### src/hw/rtl/vtu_pkg.sv
// vertex transform unit: shared types for the controller and datapath
// no dependencies
`default_nettype none

package vtu_pkg;

  typedef enum logic [1:0] {
    FN_WR_MAIN = 2'd0,
    FN_WR_OP   = 2'd1,
    FN_COMPOSE = 2'd2,
    FN_XFORM   = 2'd3
  } func_t;

  typedef struct packed {
    logic       step;
    logic [1:0] row;
    logic [1:0] k;
    logic [1:0] col;
    logic       sel_point;
    logic       wr_main;
    logic       wr_op;
    logic       cap_point;
    logic       wb_en;
    logic [3:0] wb_addr;
    logic       load_out;
  } vtu_cmd_t;

  typedef struct packed {
    logic busy;
    logic out_free;
  } vtu_stat_t;

endpackage

`default_nettype wire

### src/hw/rtl/vertex_transform_unit.sv
// vertex transform unit top: 4x4 homogeneous Q16.16 transform engine
// element writes are taken one beat per cycle while idle; a transform
// stalls further beats until its result is loaded into the free output
// register, a compose until its write-back to the main matrix; one shared
// 32x32 multiply-accumulate forms every product of either, one per cycle
// reset: synchronous, main matrix reads as identity, operand as zeros
`default_nettype none

module vertex_transform_unit #(
  parameter int FRAC_BITS = 16
) (
  input  wire logic               clk,
  input  wire logic               rst,
  input  wire logic               in_valid,
  output logic                    in_stall,
  input  wire logic        [1:0]  func,
  input  wire logic        [3:0]  elem_index,
  input  wire logic signed [31:0] elem_value,
  input  wire logic signed [31:0] in_x,
  input  wire logic signed [31:0] in_y,
  input  wire logic signed [31:0] in_z,
  input  wire logic signed [31:0] in_w,
  output logic                    out_valid,
  input  wire logic               out_stall,
  output logic signed [31:0]      out_x,
  output logic signed [31:0]      out_y,
  output logic signed [31:0]      out_z,
  output logic signed [31:0]      out_w
);
  import vtu_pkg::*;

  vtu_cmd_t  cmd;
  vtu_stat_t stat;

  vtu_ctrl u_ctrl (
    .clk      (clk),
    .rst      (rst),
    .in_valid (in_valid),
    .func     (func),
    .in_stall (in_stall),
    .stat     (stat),
    .cmd      (cmd)
  );

  vtu_dp #(
    .FRAC_BITS (FRAC_BITS)
  ) u_dp (
    .clk        (clk),
    .rst        (rst),
    .cmd        (cmd),
    .stat       (stat),
    .elem_index (elem_index),
    .elem_value (elem_value),
    .in_x       (in_x),
    .in_y       (in_y),
    .in_z       (in_z),
    .in_w       (in_w),
    .out_stall  (out_stall),
    .out_valid  (out_valid),
    .out_x      (out_x),
    .out_y      (out_y),
    .out_z      (out_z),
    .out_w      (out_w)
  );

`ifndef SYNTHESIS
  a_busy_stalls: assert property (@(posedge clk) disable iff (rst)
    stat.busy |-> in_stall)
    else $error("input taken while products in flight");

  a_one_write: assert property (@(posedge clk) disable iff (rst)
    !(cmd.wr_main && cmd.wb_en))
    else $error("main matrix write port conflict");

  a_load_free: assert property (@(posedge clk) disable iff (rst)
    cmd.load_out |-> (!out_valid || !out_stall))
    else $error("result overwrites a stalled beat");

  a_step_busy: assert property (@(posedge clk) disable iff (rst)
    cmd.step |=> stat.busy)
    else $error("issued step not tracked in pipeline");
`endif

endmodule

`default_nettype wire

### src/hw/rtl/vtu_dp.sv
// vertex transform unit datapath: main and operand matrix memories,
// shared multiply-accumulate pipeline, result row and output registers
// depends on vtu_pkg
`default_nettype none

module vtu_dp #(
  parameter int FRAC_BITS = 16
) (
  input  wire logic                clk,
  input  wire logic                rst,
  input  wire vtu_pkg::vtu_cmd_t   cmd,
  output vtu_pkg::vtu_stat_t       stat,
  input  wire logic        [3:0]   elem_index,
  input  wire logic signed [31:0]  elem_value,
  input  wire logic signed [31:0]  in_x,
  input  wire logic signed [31:0]  in_y,
  input  wire logic signed [31:0]  in_z,
  input  wire logic signed [31:0]  in_w,
  input  wire logic                out_stall,
  output logic                     out_valid,
  output logic signed [31:0]       out_x,
  output logic signed [31:0]       out_y,
  output logic signed [31:0]       out_z,
  output logic signed [31:0]       out_w
);
  import vtu_pkg::*;

  localparam int ACC_W = 66 - FRAC_BITS;
  localparam logic [31:0] ONE = 32'(1) << FRAC_BITS;
  localparam logic signed [ACC_W-1:0] SAT_HI = ACC_W'(64'sh7fff_ffff);
  localparam logic signed [ACC_W-1:0] SAT_LO = ACC_W'(-64'sh8000_0000);

  typedef struct packed {
    logic       vld;
    logic       sel_point;
    logic       first;
    logic       last;
    logic [1:0] ridx;
  } mac_tag_t;

  logic [31:0] main_mem [16];
  logic [31:0] op_mem [16];
  logic [15:0] main_vld;
  logic [15:0] op_vld;

  logic        main_we;
  logic [3:0]  main_wa;
  logic [31:0] main_wd;
  logic [3:0]  main_ra;
  logic [3:0]  op_ra;

  logic [31:0] main_rd;
  logic [31:0] op_rd;
  logic        main_rd_vld;
  logic        main_rd_diag;
  logic        op_rd_vld;

  logic signed [31:0] pt [4];
  logic signed [31:0] pt_q;
  logic signed [31:0] res [4];

  mac_tag_t tag_a;
  mac_tag_t tag_b;
  mac_tag_t tag_c;

  logic signed [31:0]      a_val;
  logic signed [31:0]      b_val;
  logic signed [63:0]      prod;
  logic signed [63:0]      sh64;
  logic signed [ACC_W-1:0] sh;
  logic signed [ACC_W-1:0] acc;
  logic signed [31:0]      acc_sat;

  // matrix write and read ports
  assign main_we = cmd.wr_main | cmd.wb_en;
  assign main_wa = cmd.wb_en ? cmd.wb_addr : elem_index;
  assign main_wd = cmd.wb_en ? res[cmd.wb_addr[1:0]] : elem_value;
  assign main_ra = {cmd.row, cmd.k};
  assign op_ra   = {cmd.k, cmd.col};

  always_ff @(posedge clk) begin
    if (main_we) begin
      main_mem[main_wa] <= main_wd;
    end
    main_rd <= main_mem[main_ra];
  end

  always_ff @(posedge clk) begin
    if (cmd.wr_op) begin
      op_mem[elem_index] <= elem_value;
    end
    op_rd <= op_mem[op_ra];
  end

  always_ff @(posedge clk) begin
    if (rst) begin
      main_vld <= '0;
      op_vld   <= '0;
    end else begin
      if (main_we) begin
        main_vld[main_wa] <= 1'b1;
      end
      if (cmd.wr_op) begin
        op_vld[elem_index] <= 1'b1;
      end
    end
  end

  always_ff @(posedge clk) begin
    main_rd_vld  <= main_vld[main_ra];
    main_rd_diag <= (main_ra[3:2] == main_ra[1:0]);
    op_rd_vld    <= op_vld[op_ra];
    pt_q         <= pt[cmd.k];
    if (cmd.cap_point) begin
      pt[0] <= in_x;
      pt[1] <= in_y;
      pt[2] <= in_z;
      pt[3] <= in_w;
    end
  end

  // unwritten entries read as their reset value
  assign a_val = main_rd_vld ? main_rd : (main_rd_diag ? ONE : '0);
  assign b_val = tag_a.sel_point ? pt_q : (op_rd_vld ? op_rd : '0);

  assign sh64 = prod >>> FRAC_BITS;
  assign sh   = sh64[ACC_W-1:0];

  always_comb begin
    priority if (acc > SAT_HI) begin
      acc_sat = 32'sh7fff_ffff;
    end else if (acc < SAT_LO) begin
      acc_sat = -32'sh8000_0000;
    end else begin
      acc_sat = acc[31:0];
    end
  end

  // tag pipeline
  always_ff @(posedge clk) begin
    if (rst) begin
      tag_a <= '0;
      tag_b <= '0;
      tag_c <= '0;
    end else begin
      tag_a.vld       <= cmd.step;
      tag_a.sel_point <= cmd.sel_point;
      tag_a.first     <= (cmd.k == 2'd0);
      tag_a.last      <= (cmd.k == 2'd3);
      tag_a.ridx      <= cmd.sel_point ? cmd.row : cmd.col;
      tag_b           <= tag_a;
      tag_c           <= tag_b;
    end
  end

  always_ff @(posedge clk) begin
    prod <= a_val * b_val;
    if (tag_b.vld) begin
      acc <= tag_b.first ? sh : acc + sh;
    end
    if (tag_c.vld && tag_c.last) begin
      res[tag_c.ridx] <= acc_sat;
    end
  end

  // output register
  always_ff @(posedge clk) begin
    if (rst) begin
      out_valid <= 1'b0;
    end else if (cmd.load_out) begin
      out_valid <= 1'b1;
    end else if (!out_stall) begin
      out_valid <= 1'b0;
    end
  end

  always_ff @(posedge clk) begin
    if (cmd.load_out) begin
      out_x <= res[0];
      out_y <= res[1];
      out_z <= res[2];
      out_w <= res[3];
    end
  end

  assign stat.busy     = tag_a.vld | tag_b.vld | tag_c.vld;
  assign stat.out_free = !out_valid || !out_stall;

endmodule

`default_nettype wire

### src/hw/rtl/vtu_ctrl.sv
// vertex transform unit controller: input beat decode and sequencing of
// multiply-accumulate steps, compose write-back and result hand-off
// depends on vtu_pkg
`default_nettype none

module vtu_ctrl (
  input  wire logic          clk,
  input  wire logic          rst,
  input  wire logic          in_valid,
  input  wire logic [1:0]    func,
  output logic               in_stall,
  input  wire vtu_pkg::vtu_stat_t stat,
  output vtu_pkg::vtu_cmd_t  cmd
);
  import vtu_pkg::*;

  typedef enum logic [2:0] {
    S_IDLE,
    S_RUN,
    S_DRAIN,
    S_WB,
    S_OUT
  } state_t;

  state_t     state;
  logic [1:0] row;
  logic [1:0] col;
  logic [1:0] k;
  logic       xform;
  logic       accept;
  func_t      fn;

  assign fn       = func_t'(func);
  assign in_stall = (state != S_IDLE);
  assign accept   = in_valid && (state == S_IDLE);

  always_comb begin
    cmd           = '0;
    cmd.step      = (state == S_RUN);
    cmd.row       = row;
    cmd.k         = k;
    cmd.col       = col;
    cmd.sel_point = xform;
    cmd.wr_main   = accept && (fn == FN_WR_MAIN);
    cmd.wr_op     = accept && (fn == FN_WR_OP);
    cmd.cap_point = accept && (fn == FN_XFORM);
    cmd.wb_en     = (state == S_WB);
    cmd.wb_addr   = {row, col};
    cmd.load_out  = (state == S_OUT) && stat.out_free;
  end

  always_ff @(posedge clk) begin
    if (rst) begin
      state <= S_IDLE;
      row   <= '0;
      col   <= '0;
      k     <= '0;
      xform <= 1'b0;
    end else begin
      unique case (state)
        S_IDLE: begin
          if (accept && (fn == FN_COMPOSE || fn == FN_XFORM)) begin
            state <= S_RUN;
            xform <= (fn == FN_XFORM);
            row   <= '0;
            col   <= '0;
            k     <= '0;
          end
        end
        S_RUN: begin
          k <= k + 2'd1;
          if (k == 2'd3) begin
            if (xform) begin
              row <= row + 2'd1;
              if (row == 2'd3) begin
                state <= S_DRAIN;
              end
            end else begin
              col <= col + 2'd1;
              if (col == 2'd3) begin
                state <= S_DRAIN;
              end
            end
          end
        end
        S_DRAIN: begin
          if (!stat.busy) begin
            state <= xform ? S_OUT : S_WB;
          end
        end
        S_WB: begin
          col <= col + 2'd1;
          if (col == 2'd3) begin
            if (row == 2'd3) begin
              state <= S_IDLE;
            end else begin
              row   <= row + 2'd1;
              state <= S_RUN;
            end
          end
        end
        S_OUT: begin
          if (stat.out_free) begin
            state <= S_IDLE;
          end
        end
        default: begin
          state <= S_IDLE;
        end
      endcase
    end
  end

endmodule

`default_nettype wire
### config.mk
export PLATFORM = sky130hd
export DESIGN_NAME = vertex_transform_unit
export DESIGN_NICKNAME = d
export VERILOG_FILES = /design/src/hw/rtl/vtu_pkg.sv /design/src/hw/rtl/vertex_transform_unit.sv /design/src/hw/rtl/vtu_dp.sv /design/src/hw/rtl/vtu_ctrl.sv
export SDC_FILE = /design/constraint.sdc
export NUM_CORES = 2
export LEC_CHECK = 0
export BUFFER_PORTS_ARGS = -buffer_cell sky130_fd_sc_hd__buf_2
export CAP_MARGIN = 15
export CORE_MARGIN = 10
export CORE_UTILIZATION = 65
export CTS_CLUSTER_SIZE = 8
export DETAILED_ROUTE_END_ITERATION = 8
export GPL_TIMING_DRIVEN = 0
export PLACE_DENSITY = 0.83
export SYNTH_ARGS = -nofsm -noshare
export SYNTH_HDL_FRONTEND = slang
export SYNTH_SLANG_ARGS = --single-unit
### constraint.sdc
create_clock -name clk -period 22.7 [get_ports clk]
set_input_delay 3.405 -clock clk [delete_from_list [all_inputs] [get_ports clk]]
set_output_delay 3.405 -clock clk [all_outputs]
set_load 0.05 [all_outputs]
==> impl.org, run 1 <==
** Clock tree
- The clock tree synthesis step divided the H-tree into 4 levels.
- Clk sinks :: 1665
- Root cell of the clock tree :: sky130_fd_sc_hd__clkbuf_16
- Post-cts repair resize count :: 0
- Setup fix buffers added after clock tree synthesis :: 0
- Maximum clock insertion buffer count :: 3
- Hold Buf Count CTS :: 0
- TritonCTS created 227 clock buffers.

** Synth
- Synthesis instantiated 74 different standard cells from the library.
- Cell area after synthesis :: 0.0972 mm2
- Area fraction of the dominant cell type after synthesis :: 45.0%
- Summed over all instances, the cell type with the most area after synthesis is sky130_fd_sc_hd__edfxtp_1.
- Mean post-synth cell area :: 14.0 um2
- Yosys mapped a number of flops with a built-in enable equal to roughly 1500.
- Synthesis produced 6964 cells.
- Sequential cell area fraction in the yosys report :: between 40% and 50%
- Total of flip-flops plus latches after synthesis :: around 1700
- Synth async-reset ratio :: 0%
- For this run, the leading register cell type out of synthesis is sky130_fd_sc_hd__edfxtp_1.
- In the post-synthesis netlist, the biggest area contributors are sky130_fd_sc_hd__edfxtp_1, sky130_fd_sc_hd__fa_1, sky130_fd_sc_hd__mux4_2.
- During synthesis, Yosys emitted a total of 0 warnings.
- The number of nets in the synthesized netlist is roughly 8400.

** Floorplan
- During I/O placement, the number of pins put on the boundary was 300.
- Die outline width :: 407 um
- Die Y :: between 400 and 500 um
- Starting utilization of the core area :: 65.6%
- Count of standard-cell rows :: 141

** GRT
- The initial antenna violation count is 88.
- Global route overflow :: 146
- Largest net degree at the start of global routing :: 53
- Global-route usage over all layers :: 67.6%

** Place
- Detail Placement HPWL :: 274 mm
- OpenSTA, run right after detailed placement, puts the worst setup slack at just over 10000 ps.
- Routability-driven placement finished with a final weighted congestion of 1.07.
- In this run the tool buffered the top-level ports with between 200 and 300 buffer cells.

** Outcome
- First Error :: [ERROR GRT-0232] Routing congestion too high. Check the congestion heatmap in the GUI.
- The run stopped with a tool error.
- The flow halted during global routing.
[Yosys cell counts (5+ instances only)]
cell type and n:
sky130_fd_sc_hd__nand2b_1 27, sky130_fd_sc_hd__ha_1 233, sky130_fd_sc_hd__nor2_1 672, sky130_fd_sc_hd__and3_1 9, sky130_fd_sc_hd__a22o_1 28, sky130_fd_sc_hd__xor2_1 44
sky130_fd_sc_hd__nand3_1 30, sky130_fd_sc_hd__xnor2_1 66, sky130_fd_sc_hd__a22oi_1 31, sky130_fd_sc_hd__o21ai_1 8, sky130_fd_sc_hd__nand3b_1 5, sky130_fd_sc_hd__o21ba_2 7
sky130_fd_sc_hd__inv_1 1000, sky130_fd_sc_hd__mux4_2 394, sky130_fd_sc_hd__edfxtp_1 1458, sky130_fd_sc_hd__a211oi_1 8, sky130_fd_sc_hd__fa_1 1082, sky130_fd_sc_hd__nand4_1 27
sky130_fd_sc_hd__nor3_1 24, sky130_fd_sc_hd__nand2_1 804, sky130_fd_sc_hd__a21o_1 40, sky130_fd_sc_hd__buf_1 63, sky130_fd_sc_hd__nor2b_1 30, sky130_fd_sc_hd__o21ai_0 102
sky130_fd_sc_hd__and2_1 41, sky130_fd_sc_hd__o211ai_1 8, sky130_fd_sc_hd__o21bai_1 15, sky130_fd_sc_hd__o21a_1 8, sky130_fd_sc_hd__a31oi_1 17, sky130_fd_sc_hd__nor3b_1 7
sky130_fd_sc_hd__o31ai_1 8, sky130_fd_sc_hd__dfxtp_1 207, sky130_fd_sc_hd__clkbuf_1 272, sky130_fd_sc_hd__a21oi_1 108, sky130_fd_sc_hd__mux2i_1 6, sky130_fd_sc_hd__a221oi_1 5
[cell families after synthesis]
family,share of synthesized area (%)
AND/OR/NAND/NOR,7.12
buffers and inverters,5.18
flip-flops,49.3
adder cells (fa/ha/maj),25.3
XOR/XNOR,0.991
AO/OA/AOI/OAI,2.92
multiplexers,9.23
[per-stage QoR]
stage / hold slack (ps) / instance area, um2 / instances / utilization [%]
after CTS: 422 / 110000 / 9697 / 74.1
after floorplan: 414 / 97200 / 6964 / -
after detailed placement: 433 / 103000 / 9282 / 69.5
after global placement: 423 / 101000 / 9191 / 68.3
[per-layer routing]
metal  GRT overflow  GRT usage (%)
met1              2           68.6
met2             76           82.6
met3             14           55.5
met4             53           60.9
met5              1           29.8
==> run 2: changes to the inputs <==
CORE_UTILIZATION = 40   (was 65)
CTS_CLUSTER_SIZE = unset   (was 8)
PLACE_DENSITY = unset   (was 0.83)
PLACE_DENSITY_LB_ADDON = 0.15   (was unset)
==> run 2 against run 1 <==
  * The flow now finishes, with violations (slew limit)
  * Synthesized cell count unchanged
  * Area after synthesis unchanged
==> impl.org, run 2 <==
** Synth
- After synthesis, the share of flip-flops with an asynchronous set or reset is 0%.
- Cell area after synthesis :: 0.0972 mm2
- After synthesis, flip-flops and latches occupy between 40% and 50% of the total area.
- Library cell occupying the most area in the post-synthesis netlist :: sky130_fd_sc_hd__edfxtp_1
- Synthesis produced 6964 cells.
- Main area contributors after synthesis :: sky130_fd_sc_hd__edfxtp_1, sky130_fd_sc_hd__fa_1, sky130_fd_sc_hd__mux4_2
- Mean post-synth cell area :: 14.0 um2
- The commonest cells after synthesis are sky130_fd_sc_hd__edfxtp_1, sky130_fd_sc_hd__fa_1, sky130_fd_sc_hd__inv_1.
- The most used flip-flop cell after synthesis is sky130_fd_sc_hd__edfxtp_1.
- Synthesis produced a netlist with a net count of about 8400.
- Total of flip-flops plus latches after synthesis :: 1665
- Yosys mapped a number of flops with a built-in enable equal to about 1500.
- Yosys warning count :: 0
- Area fraction of the dominant cell type after synthesis :: 45.0%
- The number of different library cells used by synthesis comes to 74.
- Library cell with the highest instance count after synthesis :: sky130_fd_sc_hd__edfxtp_1

** Drt
- Starting DRC count in detailed routing :: 6165
- Number of design rule violations left after detail routing :: 0
- The first detailed-routing pass took 7 iterations.
- Number of vias after detailed routing :: ~60000
- The count of nets left with antenna violations once routing finished came out at 0.
- Summed over all layers, the routed wires come to 349 mm.
- In the final routed layout, each cell accounts on average for 32.1 um.
- In the routed layout, each cell is associated on average with a via count of around 5.5.

** Critical path
- Peak per-stage delay on the critical path :: 950 ps
- Worst Setup End Kind :: flip-flop
- The cell that appears most often on the critical path is sky130_fd_sc_hd__fa_1.
- STA puts the critical path data arrival time at 12310 ps.
- The critical path is of the flip-flop to flip-flop type.
- In this run the worst path has a maximum fanout of 10.
- Counting cells, the worst reg-to-reg path comes to 30.
- STA puts the critical path data required time at 23370 ps.
- Worst path slowest cell :: sky130_fd_sc_hd__clkbuf_1
- The worst setup path is launched from a flip-flop.

** GRT
- Global-route usage over all layers :: 26.3%
- The first global-routing pass estimated 486 mm of wire.
- Vias in the first global route :: 62672
- Largest net degree at the start of global routing :: roughly 50
- The total overflow left after global routing is 0.
- Initial antenna violation count :: between 40 and 50

** Clock tree
- After clock tree synthesis, the clock-pin slew on the worst setup and hold paths is 60 ps.
- Post-cts repair resize count :: 0
- Clk sinks :: around 1700
- TritonCTS Buffers :: 168
- Counting along the longest clock path gives a buffer depth of 3.
- Root cell of the clock tree :: sky130_fd_sc_hd__clkbuf_16
- Clock latency of the later-clocked register in the worst-skew pair :: 830 ps
- The number of setup buffers added after CTS is 0.
- H-tree depth reported by CTS :: 4
- In this run, post-CTS hold repair placed 0 buffers.
- TritonCTS built the clock tree.

** Cells and area
- Commonest cells after routing, fill and taps aside :: sky130_fd_sc_hd__edfxtp_1, sky130_fd_sc_hd__fa_1, sky130_fd_sc_hd__inv_1
- The largest registers in the layout are u_dp.main_mem (512), u_dp.op_mem (512).
- Fraction of layout instances using a drive strength above 1 :: 14.9%
- Net total in the final layout :: between 9000 and 10000
- The sequential cells in the finished layout cover a total of 0.0479 mm2.
- Summing all multi-input logic gate instances after layout gives 0.0446 mm2.
- Signed area change from the synthesized netlist to the final layout :: 13.5%
- Leaving out fill and tap cells, the most frequent cell in the layout is sky130_fd_sc_hd__edfxtp_1.
- Counting the fill cells in the layout gives 21731.
- At the end of the flow the core is filled with cells to 45.8%.

** Floorplan
- The floorplan has 180 rows.
- The floorplan step defined a die boundary enclosing 0.263 mm2.
- Starting utilization of the core area :: about two fifths
- Die Y :: between 500 and 600 um
- IO Pins :: 300
- Core footprint :: ~0.24 mm2
- Die outline width :: 513 um

** Timing
- Setup repair after global routing missed its margin :: no
- Setup violations remaining at the end of the flow were counted as 0.
- Fin crit share :: 51.3%
- After routing, the total negative slack on setup checks comes to 0 ps.
- Clock skew on the completed layout was measured at 35.6 ps.
- The max-slew violation total from the final report was 19.
- Worst rel slew slack :: -6.18%
- Static timing analysis puts the maximum clock frequency at approximately 0.086 GHz.
- Actual slew at the worst max-slew pin :: ~1600 ps
- The final hold violation count was 0.
- After layout, the minimum clock period comes to about 12000 ps.

** Power
- In this run the static leakage power is 0.0416 uW.
- Worst VDD drop :: 0.0675 mV
- Pwr per Cell Area :: 65.4 mW/mm2

** Outcome
- The checks that failed: slew limit.
- Result of the run :: finished, violations left

** Place
- The congestion estimate from routability-driven global placement came to 1.00.
- After legalization and detailed placement, the total HPWL measured 274 mm.
- Input and output buffers added on the ports amount to 297.

** Worst hold path
- In this run the worst hold path is classified as flip-flop to flip-flop.
- Hold Path Stages :: 0

** Run
- The tool flagged a number of max-cap violations equal to 0.
==> run 2: area by class of cell <==
cell class / count / area share, %
repair buffers: 413 / 3.06
plain buffers: 339 / 1.17
multi-input cells: 3959 / 40.4
inverters: 1001 / 3.40
flip-flops and latches: 1665 / 43.4
diodes: 14 / 0.0317
clock inverters: 73 / 0.647
clock buffers: 235 / 4.24
well taps: 3185 / 3.61
==> run 2: per-layer routing <==
metal	routed length [um]	vias up	track usage [%]
li1	-	24683	-
met1	138000	32285	34.2
met2	166000	2463	42.6
met3	26400	633	5.52
met4	18700	34	11.7
met5	225	-	0
==> run 2: critical path, delay by kind of cell, from the launching register on <==
kind                     cells  cell delay, ps
AND/OR/NAND/NOR              7            1460
AO/OA/AOI/OAI                5            1030
flip-flops                   1             600
buffers and inverters        8            3150
adder cells (fa/ha/maj)      9            4830
XOR/XNOR                     1             340
==> run 2: cell families (layout without fill, tap and decap cells) <==
| kind of cell | Yosys count | in the layout | synth area share (%) |
|---|---|---|---|
| buffers and inverters | 1340 | 2061 | 5.18 |
| adders and majority gates | 1315 | 1315 | 25.3 |
| other | 0 | 14 | 0 |
| and+or+nand+nor | 1699 | 1699 | 7.12 |
| xor gates and xnor gates | 110 | 110 | 0.991 |
| AOI/OAI and AO/OA | 431 | 431 | 2.92 |
| muxes | 404 | 404 | 9.23 |
| DFF | 1665 | 1665 | 49.3 |
==> run 2: worst paths after layout <==
| kind | end | slack, ps | start |
|---|---|---|---|
| min | out_x[12]$_DFFE_PP_ | 440 | u_dp.res[0][12]$_DFFE_PP_ |
| max | u_dp.prod[62]$_DFF_P_ | 11060 | u_dp.main_rd_vld$_DFF_P_ |
| max reg2reg | u_dp.prod[62]$_DFF_P_ | 11060 | u_dp.main_rd_vld$_DFF_P_ |
| min reg2reg | out_x[12]$_DFFE_PP_ | 440 | u_dp.res[0][12]$_DFFE_PP_ |
==> run 2: report_power, final <==
group	leakage [uW]	switching [uW]	internal, uW
sequential	0.0148	96.5	3450
combinational	0.0241	599	335
clock	0.00265	1200	1540
total	0.0416	1900	5320
==> run 2: stage by stage <==
step	worst slack, ps	cell area, um2	hold slack [ps]	power, uW	cells
floorplan	12450	97200	414	4060	6964
global route	10710	110000	441	7450	10882
finish	11060	110000	440	7220	10884
global placement	8940	103000	426	4500	10446
CTS	11140	110000	442	7260	10853
detailed placement	11130	105000	431	4530	10545
Note: power is estimated with default switching activity, not from simulation.
